===== config.mk =====
export PLATFORM = sky130hd
export DESIGN_NAME = ladder_lowpass_4pole
export DESIGN_NICKNAME = d
export VERILOG_FILES = /design/src/lp4_pkg.sv /design/src/lp4_mul.sv /design/src/lp4_core.sv /design/src/ladder_lowpass_4pole.sv
export SDC_FILE = /design/constraint.sdc
export NUM_CORES = 1
export LEC_CHECK = 0
export ABC_AREA = 1
export BUFFER_PORTS_ARGS = -buffer_cell sky130_fd_sc_hd__buf_4
export CORE_MARGIN = 3
export CORE_UTILIZATION = 45
export DETAILED_ROUTE_END_ITERATION = 10
export GPL_TIMING_DRIVEN = 0
export PLACE_DENSITY = 0.72
export SKIP_CTS_REPAIR_TIMING = 1
export SYNTH_ARGS = -nofsm -noshare
export SYNTH_HDL_FRONTEND = slang
export SYNTH_SLANG_ARGS = --single-unit

===== constraint.sdc =====
create_clock -name clk -period 4.9 [get_ports clk]
set_input_delay 0.98 -clock clk [delete_from_list [all_inputs] [get_ports clk]]
set_output_delay 0.98 -clock clk [all_outputs]
set_load 0.05 [all_outputs]

===== src/lp4_pkg.sv =====
// shared constants and types for the four-pole ladder low-pass filter
`default_nettype none
package lp4_pkg;

	localparam int SAMPLE_WIDTH_DEF = 24;
	localparam int FRAC_BITS_DEF    = 20;

	localparam int POLE_W     = 22;
	localparam int HALF_W     = 21;
	localparam int RES_W      = 23;
	localparam int COEF_OPW   = 24;
	localparam int CFG_IDX_W  = 2;
	localparam int CFG_DATA_W = 23;

	localparam logic [HALF_W-1:0] HALF_RESET = 21'd524288;

	typedef enum logic [CFG_IDX_W-1:0] {
		REG_POLE = 2'd0,
		REG_HALF = 2'd1,
		REG_RES  = 2'd2
	} cfg_reg_t;

	typedef enum logic [3:0] {
		C_IDLE,
		C_FB_GO,
		C_FB_WT,
		C_SUM,
		C_M1_GO,
		C_M1_WT,
		C_M2_GO,
		C_M2_WT,
		C_SQ_GO,
		C_SQ_WT,
		C_CU_GO,
		C_CU_WT,
		C_D_GO,
		C_D_WT,
		C_OUT
	} core_state_t;

endpackage
`default_nettype wire


===== src/lp4_mul.sv =====
// bit-serial signed multiplier with rounding shift and saturation
`default_nettype none
module lp4_mul #(
	parameter int MW        = 25,
	parameter int SW        = 24,
	parameter int FRAC_BITS = 20
) (
	input  wire logic                 clk,
	input  wire logic                 arst_n,
	input  wire logic                 start,
	input  wire logic [MW-1:0]        a,
	input  wire logic [MW-1:0]        b,
	output logic                      done,
	output logic [SW-1:0]             product
);
	import lp4_pkg::*;

	localparam int PW = 2 * MW;
	localparam int CW = $clog2(MW);
	localparam logic signed [PW-1:0] SMAX = {{(PW-SW+1){1'b0}}, {(SW-1){1'b1}}};
	localparam logic signed [PW-1:0] SMIN = ~SMAX;
	localparam logic signed [PW-1:0] RND  =
		{{(PW-FRAC_BITS){1'b0}}, 1'b1, {(FRAC_BITS-1){1'b0}}};

	logic                 run_q;
	logic                 fin_q;
	logic                 done_q;
	logic [CW-1:0]        cnt_q;
	logic signed [MW-1:0] a_q;
	logic [MW-1:0]        b_q;
	logic signed [MW-1:0] hi_q;
	logic [MW-1:0]        lo_q;
	logic [SW-1:0]        res_q;

	logic                 last;
	logic signed [MW:0]   hi_ext;
	logic signed [MW:0]   a_ext;
	logic signed [MW:0]   sum;
	logic signed [PW-1:0] prod;
	logic signed [PW-1:0] rnd;
	logic signed [PW-1:0] shf;
	logic [SW-1:0]        sat_res;

	assign last   = (cnt_q == CW'(MW - 1));
	assign hi_ext = {hi_q[MW-1], hi_q};
	assign a_ext  = {a_q[MW-1], a_q};

	// sign bit of the multiplier carries negative weight
	always_comb begin
		if (b_q[0]) begin
			sum = last ? (hi_ext - a_ext) : (hi_ext + a_ext);
		end else begin
			sum = hi_ext;
		end
	end

	assign prod = {hi_q, lo_q};
	assign rnd  = prod + RND;
	assign shf  = rnd >>> FRAC_BITS;

	always_comb begin
		priority if (shf > SMAX) begin
			sat_res = SMAX[SW-1:0];
		end else if (shf < SMIN) begin
			sat_res = SMIN[SW-1:0];
		end else begin
			sat_res = shf[SW-1:0];
		end
	end

	always_ff @(posedge clk or negedge arst_n) begin
		if (!arst_n) begin
			run_q  <= 1'b0;
			fin_q  <= 1'b0;
			done_q <= 1'b0;
			cnt_q  <= '0;
		end else begin
			done_q <= fin_q;
			if (start) begin
				run_q <= 1'b1;
				fin_q <= 1'b0;
				cnt_q <= '0;
			end else if (run_q) begin
				cnt_q <= cnt_q + CW'(1);
				if (last) begin
					run_q <= 1'b0;
					fin_q <= 1'b1;
				end
			end else begin
				fin_q <= 1'b0;
			end
		end
	end

	always_ff @(posedge clk) begin
		if (start) begin
			a_q  <= a;
			b_q  <= b;
			hi_q <= '0;
			lo_q <= '0;
		end else if (run_q) begin
			hi_q <= sum[MW:1];
			lo_q <= {sum[0], lo_q[MW-1:1]};
			b_q  <= {1'b0, b_q[MW-1:1]};
		end
		if (fin_q) begin
			res_q <= sat_res;
		end
	end

	assign done    = done_q;
	assign product = res_q;

endmodule
`default_nettype wire


===== src/lp4_core.sv =====
// sequencer and state registers for the four ladder stages and the clipper
`default_nettype none
module lp4_core #(
	parameter int MW        = 25,
	parameter int SW        = 24,
	parameter int FRAC_BITS = 20
) (
	input  wire logic                        clk,
	input  wire logic                        arst_n,
	input  wire logic                        start,
	input  wire logic [SW-1:0]               sample,
	input  wire logic [lp4_pkg::POLE_W-1:0]  pole,
	input  wire logic [lp4_pkg::HALF_W-1:0]  half,
	input  wire logic [lp4_pkg::RES_W-1:0]   res,
	output logic                             idle,
	output logic                             res_valid,
	input  wire logic                        res_take,
	output logic [SW-1:0]                    result
);
	import lp4_pkg::*;

	localparam logic [MW-1:0] RECIP_SIX = MW'(((64'd1 << FRAC_BITS) + 64'd3) / 64'd6);

	core_state_t   state_q;
	core_state_t   state_nx;
	logic [1:0]    idx_q;
	logic [SW-1:0] rs_q [4];
	logic [SW-1:0] up_q [4];
	logic [SW-1:0] in_q;
	logic [SW-1:0] u_q;
	logic [SW-1:0] sum_q;
	logic [SW-1:0] t_q;
	logic [SW-1:0] y_q;
	logic [SW-1:0] res_q;

	logic          mul_start;
	logic [MW-1:0] mul_a;
	logic [MW-1:0] mul_b;
	logic          mul_done;
	logic [SW-1:0] mul_res;

	logic [SW-1:0] add_a;
	logic [SW-1:0] add_b;
	logic          add_sub;
	logic [SW:0]   add_raw;
	logic [SW-1:0] add_res;
	logic [SW-1:0] clip;

	function automatic logic [MW-1:0] sx(input logic [SW-1:0] v);
		return {{(MW-SW){v[SW-1]}}, v};
	endfunction

	lp4_mul #(
		.MW       (MW),
		.SW       (SW),
		.FRAC_BITS(FRAC_BITS)
	) u_mul (
		.clk    (clk),
		.arst_n (arst_n),
		.start  (mul_start),
		.a      (mul_a),
		.b      (mul_b),
		.done   (mul_done),
		.product(mul_res)
	);

	// saturating add and subtract
	always_comb begin
		add_a   = '0;
		add_b   = '0;
		add_sub = 1'b0;
		unique case (state_q)
			C_FB_WT: begin
				add_a   = in_q;
				add_b   = mul_res;
				add_sub = 1'b1;
			end
			C_SUM: begin
				add_a = u_q;
				add_b = up_q[0];
			end
			C_M2_WT: begin
				add_a   = t_q;
				add_b   = mul_res;
				add_sub = 1'b1;
			end
			C_D_WT: begin
				add_a   = y_q;
				add_b   = mul_res;
				add_sub = 1'b1;
			end
			default: begin
				add_a = '0;
			end
		endcase
	end

	assign add_raw = add_sub ? ({add_a[SW-1], add_a} - {add_b[SW-1], add_b})
	                         : ({add_a[SW-1], add_a} + {add_b[SW-1], add_b});

	always_comb begin
		if (add_raw[SW] != add_raw[SW-1]) begin
			add_res = add_raw[SW] ? {1'b1, {(SW-1){1'b0}}} : {1'b0, {(SW-1){1'b1}}};
		end else begin
			add_res = add_raw[SW-1:0];
		end
	end

	// sign flip in the clipper forces zero
	assign clip = (y_q[SW-1] != add_res[SW-1]) ? '0 : add_res;

	always_comb begin
		mul_a = '0;
		mul_b = '0;
		unique case (state_q)
			C_FB_GO: begin
				mul_a = {{(MW-RES_W){1'b0}}, res};
				mul_b = sx(rs_q[3]);
			end
			C_M1_GO: begin
				mul_a = sx(sum_q);
				mul_b = {{(MW-HALF_W){1'b0}}, half};
			end
			C_M2_GO: begin
				mul_a = {{(MW-POLE_W){pole[POLE_W-1]}}, pole};
				mul_b = sx(rs_q[0]);
			end
			C_SQ_GO: begin
				mul_a = sx(y_q);
				mul_b = sx(y_q);
			end
			C_CU_GO: begin
				mul_a = sx(t_q);
				mul_b = sx(y_q);
			end
			C_D_GO: begin
				mul_a = sx(t_q);
				mul_b = RECIP_SIX;
			end
			default: begin
				mul_a = '0;
			end
		endcase
	end

	always_ff @(posedge clk or negedge arst_n) begin
		if (!arst_n) begin
			state_q <= C_IDLE;
		end else begin
			state_q <= state_nx;
		end
	end

	always_comb begin
		state_nx  = state_q;
		mul_start = 1'b0;
		unique case (state_q)
			C_IDLE: begin
				if (start) state_nx = C_FB_GO;
			end
			C_FB_GO: begin
				mul_start = 1'b1;
				state_nx  = C_FB_WT;
			end
			C_FB_WT: begin
				if (mul_done) state_nx = C_SUM;
			end
			C_SUM: begin
				state_nx = C_M1_GO;
			end
			C_M1_GO: begin
				mul_start = 1'b1;
				state_nx  = C_M1_WT;
			end
			C_M1_WT: begin
				if (mul_done) state_nx = C_M2_GO;
			end
			C_M2_GO: begin
				mul_start = 1'b1;
				state_nx  = C_M2_WT;
			end
			C_M2_WT: begin
				if (mul_done) state_nx = (idx_q == 2'd3) ? C_SQ_GO : C_SUM;
			end
			C_SQ_GO: begin
				mul_start = 1'b1;
				state_nx  = C_SQ_WT;
			end
			C_SQ_WT: begin
				if (mul_done) state_nx = C_CU_GO;
			end
			C_CU_GO: begin
				mul_start = 1'b1;
				state_nx  = C_CU_WT;
			end
			C_CU_WT: begin
				if (mul_done) state_nx = C_D_GO;
			end
			C_D_GO: begin
				mul_start = 1'b1;
				state_nx  = C_D_WT;
			end
			C_D_WT: begin
				if (mul_done) state_nx = C_OUT;
			end
			C_OUT: begin
				if (res_take) state_nx = C_IDLE;
			end
			default: begin
				state_nx = C_IDLE;
			end
		endcase
	end

	// filter state, rotated once per stage so the current stage sits at the head
	always_ff @(posedge clk or negedge arst_n) begin
		if (!arst_n) begin
			idx_q <= '0;
			for (int i = 0; i < 4; i++) begin
				rs_q[i] <= '0;
				up_q[i] <= '0;
			end
		end else begin
			if (state_q == C_FB_WT && mul_done) begin
				idx_q <= '0;
			end
			if (state_q == C_M2_WT && mul_done) begin
				idx_q <= idx_q + 2'd1;
				for (int i = 0; i < 3; i++) begin
					rs_q[i] <= rs_q[i+1];
					up_q[i] <= up_q[i+1];
				end
				rs_q[3] <= add_res;
				up_q[3] <= u_q;
			end
			if (state_q == C_D_WT && mul_done) begin
				rs_q[3] <= clip;
			end
		end
	end

	always_ff @(posedge clk) begin
		if (state_q == C_IDLE && start) begin
			in_q <= sample;
		end
		if (state_q == C_FB_WT && mul_done) begin
			u_q <= add_res;
		end
		if (state_q == C_SUM) begin
			sum_q <= add_res;
		end
		if ((state_q == C_M1_WT || state_q == C_SQ_WT || state_q == C_CU_WT) && mul_done) begin
			t_q <= mul_res;
		end
		if (state_q == C_M2_WT && mul_done) begin
			y_q <= add_res;
			u_q <= add_res;
		end
		if (state_q == C_D_WT && mul_done) begin
			res_q <= clip;
		end
	end

	assign idle      = (state_q == C_IDLE);
	assign res_valid = (state_q == C_OUT);
	assign result    = res_q;

endmodule
`default_nettype wire


===== src/ladder_lowpass_4pole.sv =====
// four-pole resonant ladder low-pass filter with cubic soft clipper
// each result is computed by twelve passes through one bit-serial multiplier,
// whose operand width is MW = max(width, 24, frac)+1
// a new item is accepted only after the core hands its result to the output register, held while it stalls
// reset: asynchronous, clears the filter state to zero, coefficients to pole 0, half gain 0.5,
// resonance 0, and empties the output register
`default_nettype none
module ladder_lowpass_4pole #(
	parameter int SAMPLE_WIDTH = lp4_pkg::SAMPLE_WIDTH_DEF,
	parameter int FRAC_BITS    = lp4_pkg::FRAC_BITS_DEF
) (
	input  wire logic                                  clk,
	input  wire logic                                  arst_n,
	input  wire logic                                  s_axis_tvalid,
	output logic                                       s_axis_tready,
	input  wire logic [((SAMPLE_WIDTH+7)/8)*8-1:0]     s_axis_tdata,  // sample_in
	output logic                                       m_axis_tvalid,
	input  wire logic                                  m_axis_tready,
	output logic [((SAMPLE_WIDTH+7)/8)*8-1:0]          m_axis_tdata,  // sample_out
	input  wire logic                                  cfg_valid,
	output logic                                       cfg_ready,
	input  wire logic [lp4_pkg::CFG_IDX_W-1:0]         cfg_index,
	input  wire logic [lp4_pkg::CFG_DATA_W-1:0]        cfg_data
);
	import lp4_pkg::*;

	localparam int DW  = ((SAMPLE_WIDTH + 7) / 8) * 8;
	localparam int MW0 = (SAMPLE_WIDTH > COEF_OPW) ? SAMPLE_WIDTH : COEF_OPW;
	localparam int MW  = ((MW0 > FRAC_BITS) ? MW0 : FRAC_BITS) + 1;

	logic [POLE_W-1:0]       pole_q;
	logic [HALF_W-1:0]       half_q;
	logic [RES_W-1:0]        res_q;
	logic                    out_valid_q;
	logic [SAMPLE_WIDTH-1:0] out_q;

	logic                    core_idle;
	logic                    core_valid;
	logic                    core_take;
	logic [SAMPLE_WIDTH-1:0] core_result;
	logic                    in_acc;

	assign cfg_ready     = 1'b1;
	assign s_axis_tready = core_idle;
	assign in_acc        = s_axis_tvalid & core_idle;
	assign core_take     = core_valid & (~out_valid_q | m_axis_tready);

	always_ff @(posedge clk or negedge arst_n) begin
		if (!arst_n) begin
			pole_q <= '0;
			half_q <= HALF_RESET;
			res_q  <= '0;
		end else if (cfg_valid) begin
			unique case (cfg_index)
				REG_POLE: pole_q <= cfg_data[POLE_W-1:0];
				REG_HALF: half_q <= cfg_data[HALF_W-1:0];
				REG_RES:  res_q  <= cfg_data[RES_W-1:0];
				default: begin
					pole_q <= pole_q;
				end
			endcase
		end
	end

	lp4_core #(
		.MW       (MW),
		.SW       (SAMPLE_WIDTH),
		.FRAC_BITS(FRAC_BITS)
	) u_core (
		.clk      (clk),
		.arst_n   (arst_n),
		.start    (in_acc),
		.sample   (s_axis_tdata[SAMPLE_WIDTH-1:0]),
		.pole     (pole_q),
		.half     (half_q),
		.res      (res_q),
		.idle     (core_idle),
		.res_valid(core_valid),
		.res_take (core_take),
		.result   (core_result)
	);

	always_ff @(posedge clk or negedge arst_n) begin
		if (!arst_n) begin
			out_valid_q <= 1'b0;
		end else if (core_take) begin
			out_valid_q <= 1'b1;
		end else if (m_axis_tready) begin
			out_valid_q <= 1'b0;
		end
	end

	always_ff @(posedge clk) begin
		if (core_take) begin
			out_q <= core_result;
		end
	end

	assign m_axis_tvalid = out_valid_q;
	assign m_axis_tdata  = DW'(out_q);

endmodule
`default_nettype wire


======== Word level (Yosys, flattened, before mapping) ========
Index checks and enable logic that the tools add are counted.
W data, S select, Z words.
cells by class
  magnitude comparators ................... 2
  equal/unequal tests ..................... 29
  $add $sub $neg .......................... 7
  reduce and logical (&&, ||, !) cells .... 22
  bitwise logic cells ..................... 4
  multiplexer cells ....................... 41
operators with widths
  kind                      count
  $pmux W25 S5              2
  $mux W24                  8
  $mux W25                  4
  $pmux W24 S4              1
  $pmux W4 S15              1
  $add A50 B21 Y50 const B  1
  $pmux W24 S2              1
  $mux W4                   9
  $gt A30 B24 Y1 const B    1
  $lt A30 B24 Y1 const B    1
  $eq A4 B4 Y1 const B      7
  $add A25 B25 Y26          1
  $mux W26                  1
  $sub A25 B25 Y26          1
  $add A24 B24 Y25          1
  $sub A24 B24 Y25          1
  $eq A4 B3 Y1 const B      4
  $ne A2 B2 Y1 const B      6
  $mux W1                   10
  $mux W5                   2
  $eq A4 B2 Y1 const B      2
  $reduce_and A2 Y1         4
  $reduce_and A8 Y1         1
  $reduce_bool A2 Y1        4
  other kinds (20)          31
storage, ports and cells
  register bits after elaboration ......... 565
  output and inout port bits .............. 27
  input bits .............................. 54
  word-level logic and storage cells ...... 136

======== Longest topological paths before layout ========
Gate-level depths: netlist of run 1.
  word-level depth ........................ 10
  depth in mapped cells ................... 33

======== Cells and area by module ========
A second synthesis of run 1 with hierarchy kept.
second synthesis, totals
  cell total of the unflattened synthesis .. 3141
  area, all modules ....................... 27233.6 um2
modules (own cells, without submodules)
  module                area each (um2)  cells each  times used  sequential area each (um2)
  lp4_core              16399.5          1809        1           9278.9
  lp4_mul               7347.0           1003        1           3042.9
  ladder_lowpass_4pole  3487.1           329         1           2398.6

======== Least setup slack after synthesis of run 1 ========
OpenSTA, ideal clock, no wires.
  path type ............................... reg-to-reg
  start point ............................. reg u_core.state_q[2]
  end point ............................... reg u_core.rs_q[10] in the netlist's numbering
  period minus slack after synthesis ...... 4.809 ns
  arrival ................................. 4.744 ns
  stages on the path, launching flop included .. 32
  setup time .............................. 0.066 ns
  path slack .............................. 0.091 ns
  path buffers ............................ 2
  path through ............................ dfrtp_1 nand2_1 inv_1 nand2_1 nand3_4 buf_4 nand2_1 inv_1 a21oi_1 ha_1 nand2_1 nor2_1 nand3_1 nand2_2 nand2_1 nor2_1 nand2_1 xor2_1 ha_1 inv_1 nor3_1 nand2_1 or2_2 nand3_1 nand3_2 nand2_2 inv_1 ha_1 o21ai_1 clkbuf_1 nand2_1 nand2_1
on the way
  cells in the longest elaborated chain, start to end .. 10
RTL lines
  item                                                         RTL line                          RTL
  start, declared                                              lp4_core.sv:24                    core_state_t state_q;
  start signal, assigned                                       lp4_core.sv:150                   state_q <= state_nx;
  $eq A4 B4 Y1 (tied with other cells)                         lp4_core.sv:72                    unique case (state_q)
  $reduce_or A3 Y1 (no line)                                   --
  $pmux W24 S2                                                 lp4_core.sv:72
  $add A24 B24 Y25 / $sub A24 B24 Y25 (equally long branches)  lp4_core.sv:99, lp4_core.sv:98
  $mux W25 (*)                                                 lp4_core.sv:98                    assign add_raw = add_sub ? ({add_a[SW-1], add_a} - {add_b[SW-1], add_b})
  $mux W24 / $ne A1 B1 Y1 (equally long branches)              lp4_core.sv:103, lp4_core.sv:102
  $mux W24 (*)                                                 lp4_core.sv:102                   if (add_raw[SW] != add_raw[SW-1]) begin
  via u_core.add_res[23]                                       lp4_core.sv:46                    logic [SW-1:0] add_res;
  $ne A1 B1 Y1 (*)                                             lp4_core.sv:110                   assign clip = (y_q[SW-1] != add_res[SW-1]) ? '0 : add_res;
  $mux W24 (*)                                                 lp4_core.sv:110
  $mux W24 (*)                                                 lp4_core.sv:236                   if (state_q == C_D_WT && mul_done) begin
  end signal, assigned by index                                lp4_core.sv:230                   rs_q[i] <= rs_q[i+1];
  end, declared                                                lp4_core.sv:27                    logic [SW-1:0] rs_q [4];
Mark *: on every way through the listed nets, which the timed path passes. The rest lies on a longest branch. The select of a mux whose other input is x is not followed.
A chain may end at the register's enable or synchronous reset.

======== Final worst setup path of run 1 ========
  start point ............................. reg u_core.state_q[0]
  end point ............................... reg u_core.rs_q[0] in the netlist's numbering
The elaborated chain is that of the path after synthesis.

==> reports/results.ini, run 1 <==
[yosys]
synthFlopType=dfrtp_1
synth_xor_area_frac=0.0344
synthMuxAreaShare=0.00214
synth_compound_area_frac=0.125
synth-seq-area-share=0.571
synthDistinctLibCells=59
syn-cell-area_mm2=0.0257
synthSimpleGateAreaFrac=0.183
synth_seq_cells=545
synth_warnings=0
avgSynthCellArea_um2=9.20
synth_nets=2909
yosys.area_share.adder=0.0288
synth_top_family_by_area=simple AND/OR/NAND/NOR gates
ys_async_sr_fraction=0.501
netlist_instances=2797
synth-edff-count=241

[critical_path]
path_class=flop to flop
cp-end-kind=flop
critPathBufInv=5
path_max_fanout=6
critPathLaunchType=flop
slowest_delay_ns=0.46
arrival_ns=5.49
critPathMostFrequentCell=nand3_4
cp_slowest_cell=dfrtp_2
crit_family=simple AND/OR/NAND/NOR gates
required_ns=5.45

[die]
die_width_um=245
rows=87
ioPinCount=81
core_area_mm2=0.0565
initial_core_util=0.456
die_h_um=245
die_area_mm2=0.0601

[cts]
cts_max_level=2
cts_buffers=58
clk_pin_slew_worst_paths_ns=0.06
clockBufferDepth=3
cts.sink_count=545
cts_tree=done
cts_root_buf=clkbuf_16
clk_latency_ns=0.62

[sta]
hold_viol_final=0
fin_setup_tns_ns=-0.159
setup_ws_ns=-0.0403
tightest_slew_ns=1.07
finalClockSkew_ns=0.0209
drv_slew=0
max_freq_mhz=202
max_slew_margin=0.287
hold_slack_ns=0.391
fin_crit_sh=1.01
final.min_clock_period_ns=4.94
finalSetupViolCount=10
rsz0062_at_grt=yes

[pwr]
ir_drop_v=0.000255
pwr-share-clk=0.464
fin_total_pwr_mw=9.49
p_per_area_mw_per_mm2=310
p_sw_mw=2.01
swShare=0.212
seq_power_share=0.516
pwr-share-comb=0.020
leakagePower_nw=13.5
power.internal_mw=7.47

[worst_hold_path]
hold_class=primary input to asynchronous set/reset pin

[cells_and_area]
multi_input_area_mm2=0.0103
n_antenna_cell=0
layout.nets=3110
final-seq-area_mm2=0.0147
syn_to_final_growth_pct=19.1
n_fill_cell=5065
drive_gt1_frac=0.142

[placement]
post-place-ws_ns=-1.53
port_buffers=79
gp_congestion=1.03
dp_hpwl_um=60800

[route]
via_per_inst=5.60
dr.pass1.iters=7
drt_iter0_markers=2352
vias=21279
routed_wl_um=82200
ant_nets=0
drc_errors=0
post_drt_wl_per_cell_um=21.6

[outcome]
status=complete, but fails checks
violations=setup timing

[global_route]
grt_overflow=0
grt_pass1_wl_um=120000
antenna_found_initial=1
grt_pass1_vias=19535
grt_max_degree=99
track_usage=0.265

[flow_run]
maxCapViolCount=0

-- cell families after synthesis --
kind of cell | Yosys count
buf+inv | 371
compound gates | 552
simple gates | 1164
xor+xnor | 101
mux | 5
fa+ha+maj | 58
other cells | 1
flops | 545
-- worst paths after layout --
check / start / endpoint / slack [ns] / cells past startpoint
worst max-delay path: u_core.state_q[0]$_DFFE_PN0P_ / u_core.rs_q[0]$_DFFE_PN0P_ / -0.04 / 28
worst min-delay path: arst_n / u_core.rs_q[87]$_DFFE_PN0P_ / 0.39 / 1
worst max register to register: u_core.state_q[0]$_DFFE_PN0P_ / u_core.rs_q[0]$_DFFE_PN0P_ / -0.04 / 28
worst min register to register: u_core.result[19]$_DFFE_PP_ / m_axis_tdata[19]$_DFFE_PP_ / 0.42 / 0
max in group asynchronous: arst_n / u_core.up_q[32]$_DFFE_PN0P_ / 3.20 / 3
min in group clk: u_core.result[19]$_DFFE_PP_ / m_axis_tdata[19]$_DFFE_PP_ / 0.42 / 0
-- synthesized netlist by cell type, types with 25 or more instances --
cell type / number / share of area
a21oi_1: 116 / 0.023
a221oi_1: 39 / 0.013
clkbuf_1: 87 / 0.013
dfrtp_1: 272 / 0.26
dfxtp_1: 31 / 0.024
edfxtp_1: 241 / 0.28
ha_1: 56 / 0.027
inv_1: 249 / 0.036
nand2_1: 872 / 0.13
nand2_2: 25 / 0.0061
nand3_1: 51 / 0.0099
nand4_1: 31 / 0.0075
nor2_1: 137 / 0.020
nor3_1: 25 / 0.0049
o21ai_0: 272 / 0.053
o22ai_1: 36 / 0.0087
xnor2_1: 29 / 0.0099
xor2_1: 72 / 0.024
-- per-layer routing --
metal	part of all wire	routed length, µm	track usage	up-vias
met5	0.00016	13	0	-
met4	0.061	5050	0.138	2
met3	0.094	7770	0.0483	257
met2	0.44	35900	0.403	1072
met1	0.41	33500	0.366	10169
li1	-	-	-	9779
-- power by group through the flow --
stage          clock network, mW  registers, mW  logic (mW)
4_1_cts                     4.45           4.89       0.191
2_1_floorplan                  0           4.95      0.0772
6_report                    4.41           4.90       0.188
3_5_place_dp                   0           4.98       0.188
3_3_place_gp                   0           4.98       0.176
5_1_grt                     4.64           4.90       0.218
-- state kept, by name, indices dropped and copies added (netlist names), 21 cells and up --
register	count
u_core.u_q	24
u_core.rs_q	96
u_core.in_q	24
u_core.t_q	24
u_core.y_q	24
u_core.result	24
u_core.sum_q	24
pole_q	22
u_core.up_q	96
half_q	21
u_core.u_mul.product	24
u_core.u_mul.a_q	24
u_core.u_mul.hi_q	25
res_q	23
u_core.u_mul.b_q	25
m_axis_tdata	24
-- area by class of cell --
class	count	area share
timing repair buffer	140	0.0402
buffer	113	0.0190
multi-input combinational	1882	0.337
tap	756	0.0309
clock inverter	31	0.0107
inverter	258	0.0318
clock buffer	77	0.0513
sequential	545	0.479
-- cell usage in the layout (no fill, tap or decap), types with 6 or more instances in the layout --
master	netlist	final
a21o_1	7	7
nand3_1	51	46
clkinv_1	3	12
a22oi_1	8	7
o21ai_0	272	263
nor2_4	0	10
nor3_1	25	23
xor2_1	72	71
xnor2_1	29	29
buf_8	0	8
ha_1	56	49
inv_1	249	242
clkbuf_16	0	61
nand4_1	31	31
o2111ai_1	12	12
nand3_4	2	7
buf_12	0	6
a221oi_1	39	39
buf_4	5	128
nor4_1	6	6
a21oi_1	116	94
a221o_1	8	8
bufinv_16	0	6
dfxtp_1	31	31
o21ai_1	9	16
nand2_4	1	30
clkinv_2	0	8
nand2_1	872	825
edfxtp_1	241	241
buf_1	11	9
inv_2	6	12
dfrtp_1	272	268
a21oi_2	7	25
nand2_2	25	39
nor2_2	4	10
o22ai_1	36	36
clkbuf_1	87	92
nor2_1	137	121
-- stage by stage --
step           cells  utilization  cell area (µm²)
2_1_floorplan   2797            -            25700
3_3_place_gp    3632        0.483            27300
3_5_place_dp    3637        0.485            27400
4_1_cts         3745        0.519            29300
5_1_grt         3802        0.543            30700
6_report        3802        0.543            30700
Power figures use the tool's default switching activity.
==> run 2, diff against run 1 <==
Settings changed: CTS_BUF_LIST set to sky130_fd_sc_hd__clkbuf_8 sky130_fd_sc_hd__clkbuf_16.
==> reports/results.ini, run 2 (synthesis gave the netlist of run 1 again) <==
[pwr]
swShare=0.214  ; was 0.212
power.internal_mw=7.45  ; was 7.47 mW
fin_total_pwr_mw=9.47  ; was 9.49 mW
seq_power_share=0.517  ; was 0.516
pwr-share-comb=0.020  ; about the same
p_per_area_mw_per_mm2=309  ; was 310 mW/mm²
pwr-share-clk=0.463  ; was 0.464
p_sw_mw=2.02  ; was 2.01 mW
leakagePower_nw=13.6  ; was 13.5 nW
ir_drop_v=0.000254  ; was 0.000255 V

[global_route]
grt_max_degree=99  ; unchanged
antenna_found_initial=1  ; unchanged
grt_overflow=0  ; unchanged
grt_pass1_vias=19535  ; unchanged
use_met2=0.403  ; unchanged
busiest_layer=met2  ; unchanged
grtUsageMet1=0.366  ; unchanged
track_usage=0.265  ; unchanged
use_met3=0.0483  ; unchanged
grt_pass1_wl_um=120000  ; unchanged

[cts]
clk_pin_slew_worst_paths_ns=0.06  ; about the same
cts.sink_count=545  ; unchanged
cts_tree=done  ; unchanged
cts_max_level=2  ; unchanged
cts_root_buf=clkbuf_16  ; unchanged
clockBufferDepth=3  ; unchanged
clk_latency_ns=0.62  ; about the same
cts_buffers=58  ; unchanged

[die]
ioPinCount=81  ; unchanged
core_area_mm2=0.0565  ; unchanged
die_width_um=245  ; unchanged
die_area_mm2=0.0601  ; unchanged
initial_core_util=0.456  ; unchanged
rows=87  ; unchanged
die_h_um=245  ; unchanged

[sta]
max_freq_mhz=201  ; was 202 MHz
hold_slack_ns=0.385  ; was 0.391 ns
tightest_slew_ns=1.08  ; was 1.07 ns
hold_viol_final=0  ; unchanged
rsz0062_at_grt=yes  ; unchanged
final.min_clock_period_ns=4.96  ; was 4.94 ns
setup_ws_ns=-0.0646  ; was -0.0403 ns
finalSetupViolCount=18  ; was 10
drv_slew=0  ; unchanged
fin_crit_sh=1.01  ; about the same
max_slew_margin=0.280  ; was 0.287
finalClockSkew_ns=0.0234  ; was 0.0209 ns

[route]
via_per_inst=5.58  ; was 5.60
vias=21239  ; was 21279
drc_errors=0  ; unchanged
routed_wl_um=82300  ; was 82200 µm
post_drt_wl_per_cell_um=21.6  ; about the same
dr.pass1.iters=6  ; was 7
drt_iter0_markers=2392  ; was 2352
ant_nets=0  ; unchanged

[cells_and_area]
final_cell_mix=nand2_1, dfrtp_1, o21ai_0  ; unchanged
layout.cells.non_filler=3803  ; was 3802
layout.nets=3110  ; unchanged
fin_util=0.543  ; about the same
post-route-cell-area_mm2=0.0307  ; about the same
syn_to_final_growth_pct=19.1  ; about the same
layout_commonest_cell=nand2_1  ; unchanged
drive_gt1_frac=0.142  ; unchanged
top_regs=u_core.rs_q x96, u_core.up_q x96  ; unchanged

[critical_path]
critPathLaunchType=flop  ; unchanged
ff2ff_setup_slack_ns=-0.06  ; was -0.04 ns
cp-end-kind=flop  ; unchanged
reg2reg_from=u_core.state_q[0]$_DFFE_PN0P_  ; unchanged
cp-startpoint=u_core.state_q[0]$_DFFE_PN0P_  ; unchanged
path_max_fanout=6  ; unchanged
required_ns=5.45  ; about the same
slowest_delay_ns=0.46  ; about the same
path_class=flop to flop  ; unchanged
critPathMostFrequentCell=nand3_4  ; unchanged
arrival_ns=5.52  ; was 5.49 ns
cp_slowest_cell=dfrtp_2  ; unchanged

[outcome]
violations=setup timing  ; unchanged
status=complete, but fails checks  ; unchanged

[flow_run]
maxCapViolCount=0  ; unchanged

[worst_hold_path]
hold_class=primary input to asynchronous set/reset pin  ; unchanged

[placement]
placed_cell_area_mm2=0.0274  ; unchanged
dp_hpwl_um=60800  ; unchanged
dp.cells=3637  ; unchanged
port_buffers=79  ; unchanged
gp_congestion=1.03  ; unchanged

==> run 2: changes by cell type in the layout (fill, tap and decap cells not counted) <==
cell	before	now
clkbuf_1	92	78
diode_2	0	1
inv_1	242	256
==> run 2: layer usage <==
metal  wire length (µm)  vias to the layer above
met5                 13                        -
met4               5060                        2
met3               7950                      263
li1                   -                     9782
met2              35900                     1064
met1              33400                    10128
==> run 2: worst paths after layout <==
kind                                          endpoint  depth (start not counted)
hold / removal             u_core.rs_q[87]$_DFFE_PN0P_                          1
setup reg to reg            u_core.rs_q[0]$_DFFE_PN0P_                         28
hold reg to reg             m_axis_tdata[19]$_DFFE_PP_                          0
max in group asynchronous  u_core.up_q[32]$_DFFE_PN0P_                          3
min in group clk            m_axis_tdata[19]$_DFFE_PP_                          0
setup / recovery            u_core.rs_q[0]$_DFFE_PN0P_                         28
==> run 2: worst max-delay path, delay by kind of cell (launching register included) <==
family                     cells  cell delay (ns)
DFF                            1             0.46
and+or+nand+nor               15             1.95
adders and majority gates      2             0.65
xor gates and xnor gates       1             0.18
AOI/OAI and AO/OA              5             1.01
buffers and inverters          5             0.60
==> run 2: final cells by class <==
| class | count | area, µm² |
|---|---|---|
| antenna | 1 | 2.50 |
| buffer | 113 | 582 |
| clock buffer | 63 | 1520 |
| clock inverter | 45 | 382 |
| fill | 5064 | 25800 |
| inverter | 258 | 976 |
| multi-input combinational | 1882 | 10300 |
| sequential | 545 | 14700 |
| tap | 756 | 946 |
| timing repair buffer | 140 | 1230 |
==> run 2: stage by stage <==
| stage | setup slack [ns] | TNS (ns) |
|---|---|---|
| floorplan | 0.0909 | 0 |
| finish | -0.0646 | -0.401 |
| CTS | -1.57 | -113.23 |
| global placement | -1.82 | -157.79 |
| detailed placement | -1.53 | -110.58 |
| global route | -0.210 | -13.08 |
==> run 2: power by group through the flow <==
stage                     sequential [mW]  combinational [mW]  clock (mW)
after floorplan                      4.95              0.0772           0
after global placement               4.98               0.176           0
after detailed placement             4.98               0.188           0
after CTS                            4.89               0.191        4.42
after global routing                 4.90               0.218        4.62
final                                4.90               0.187        4.39
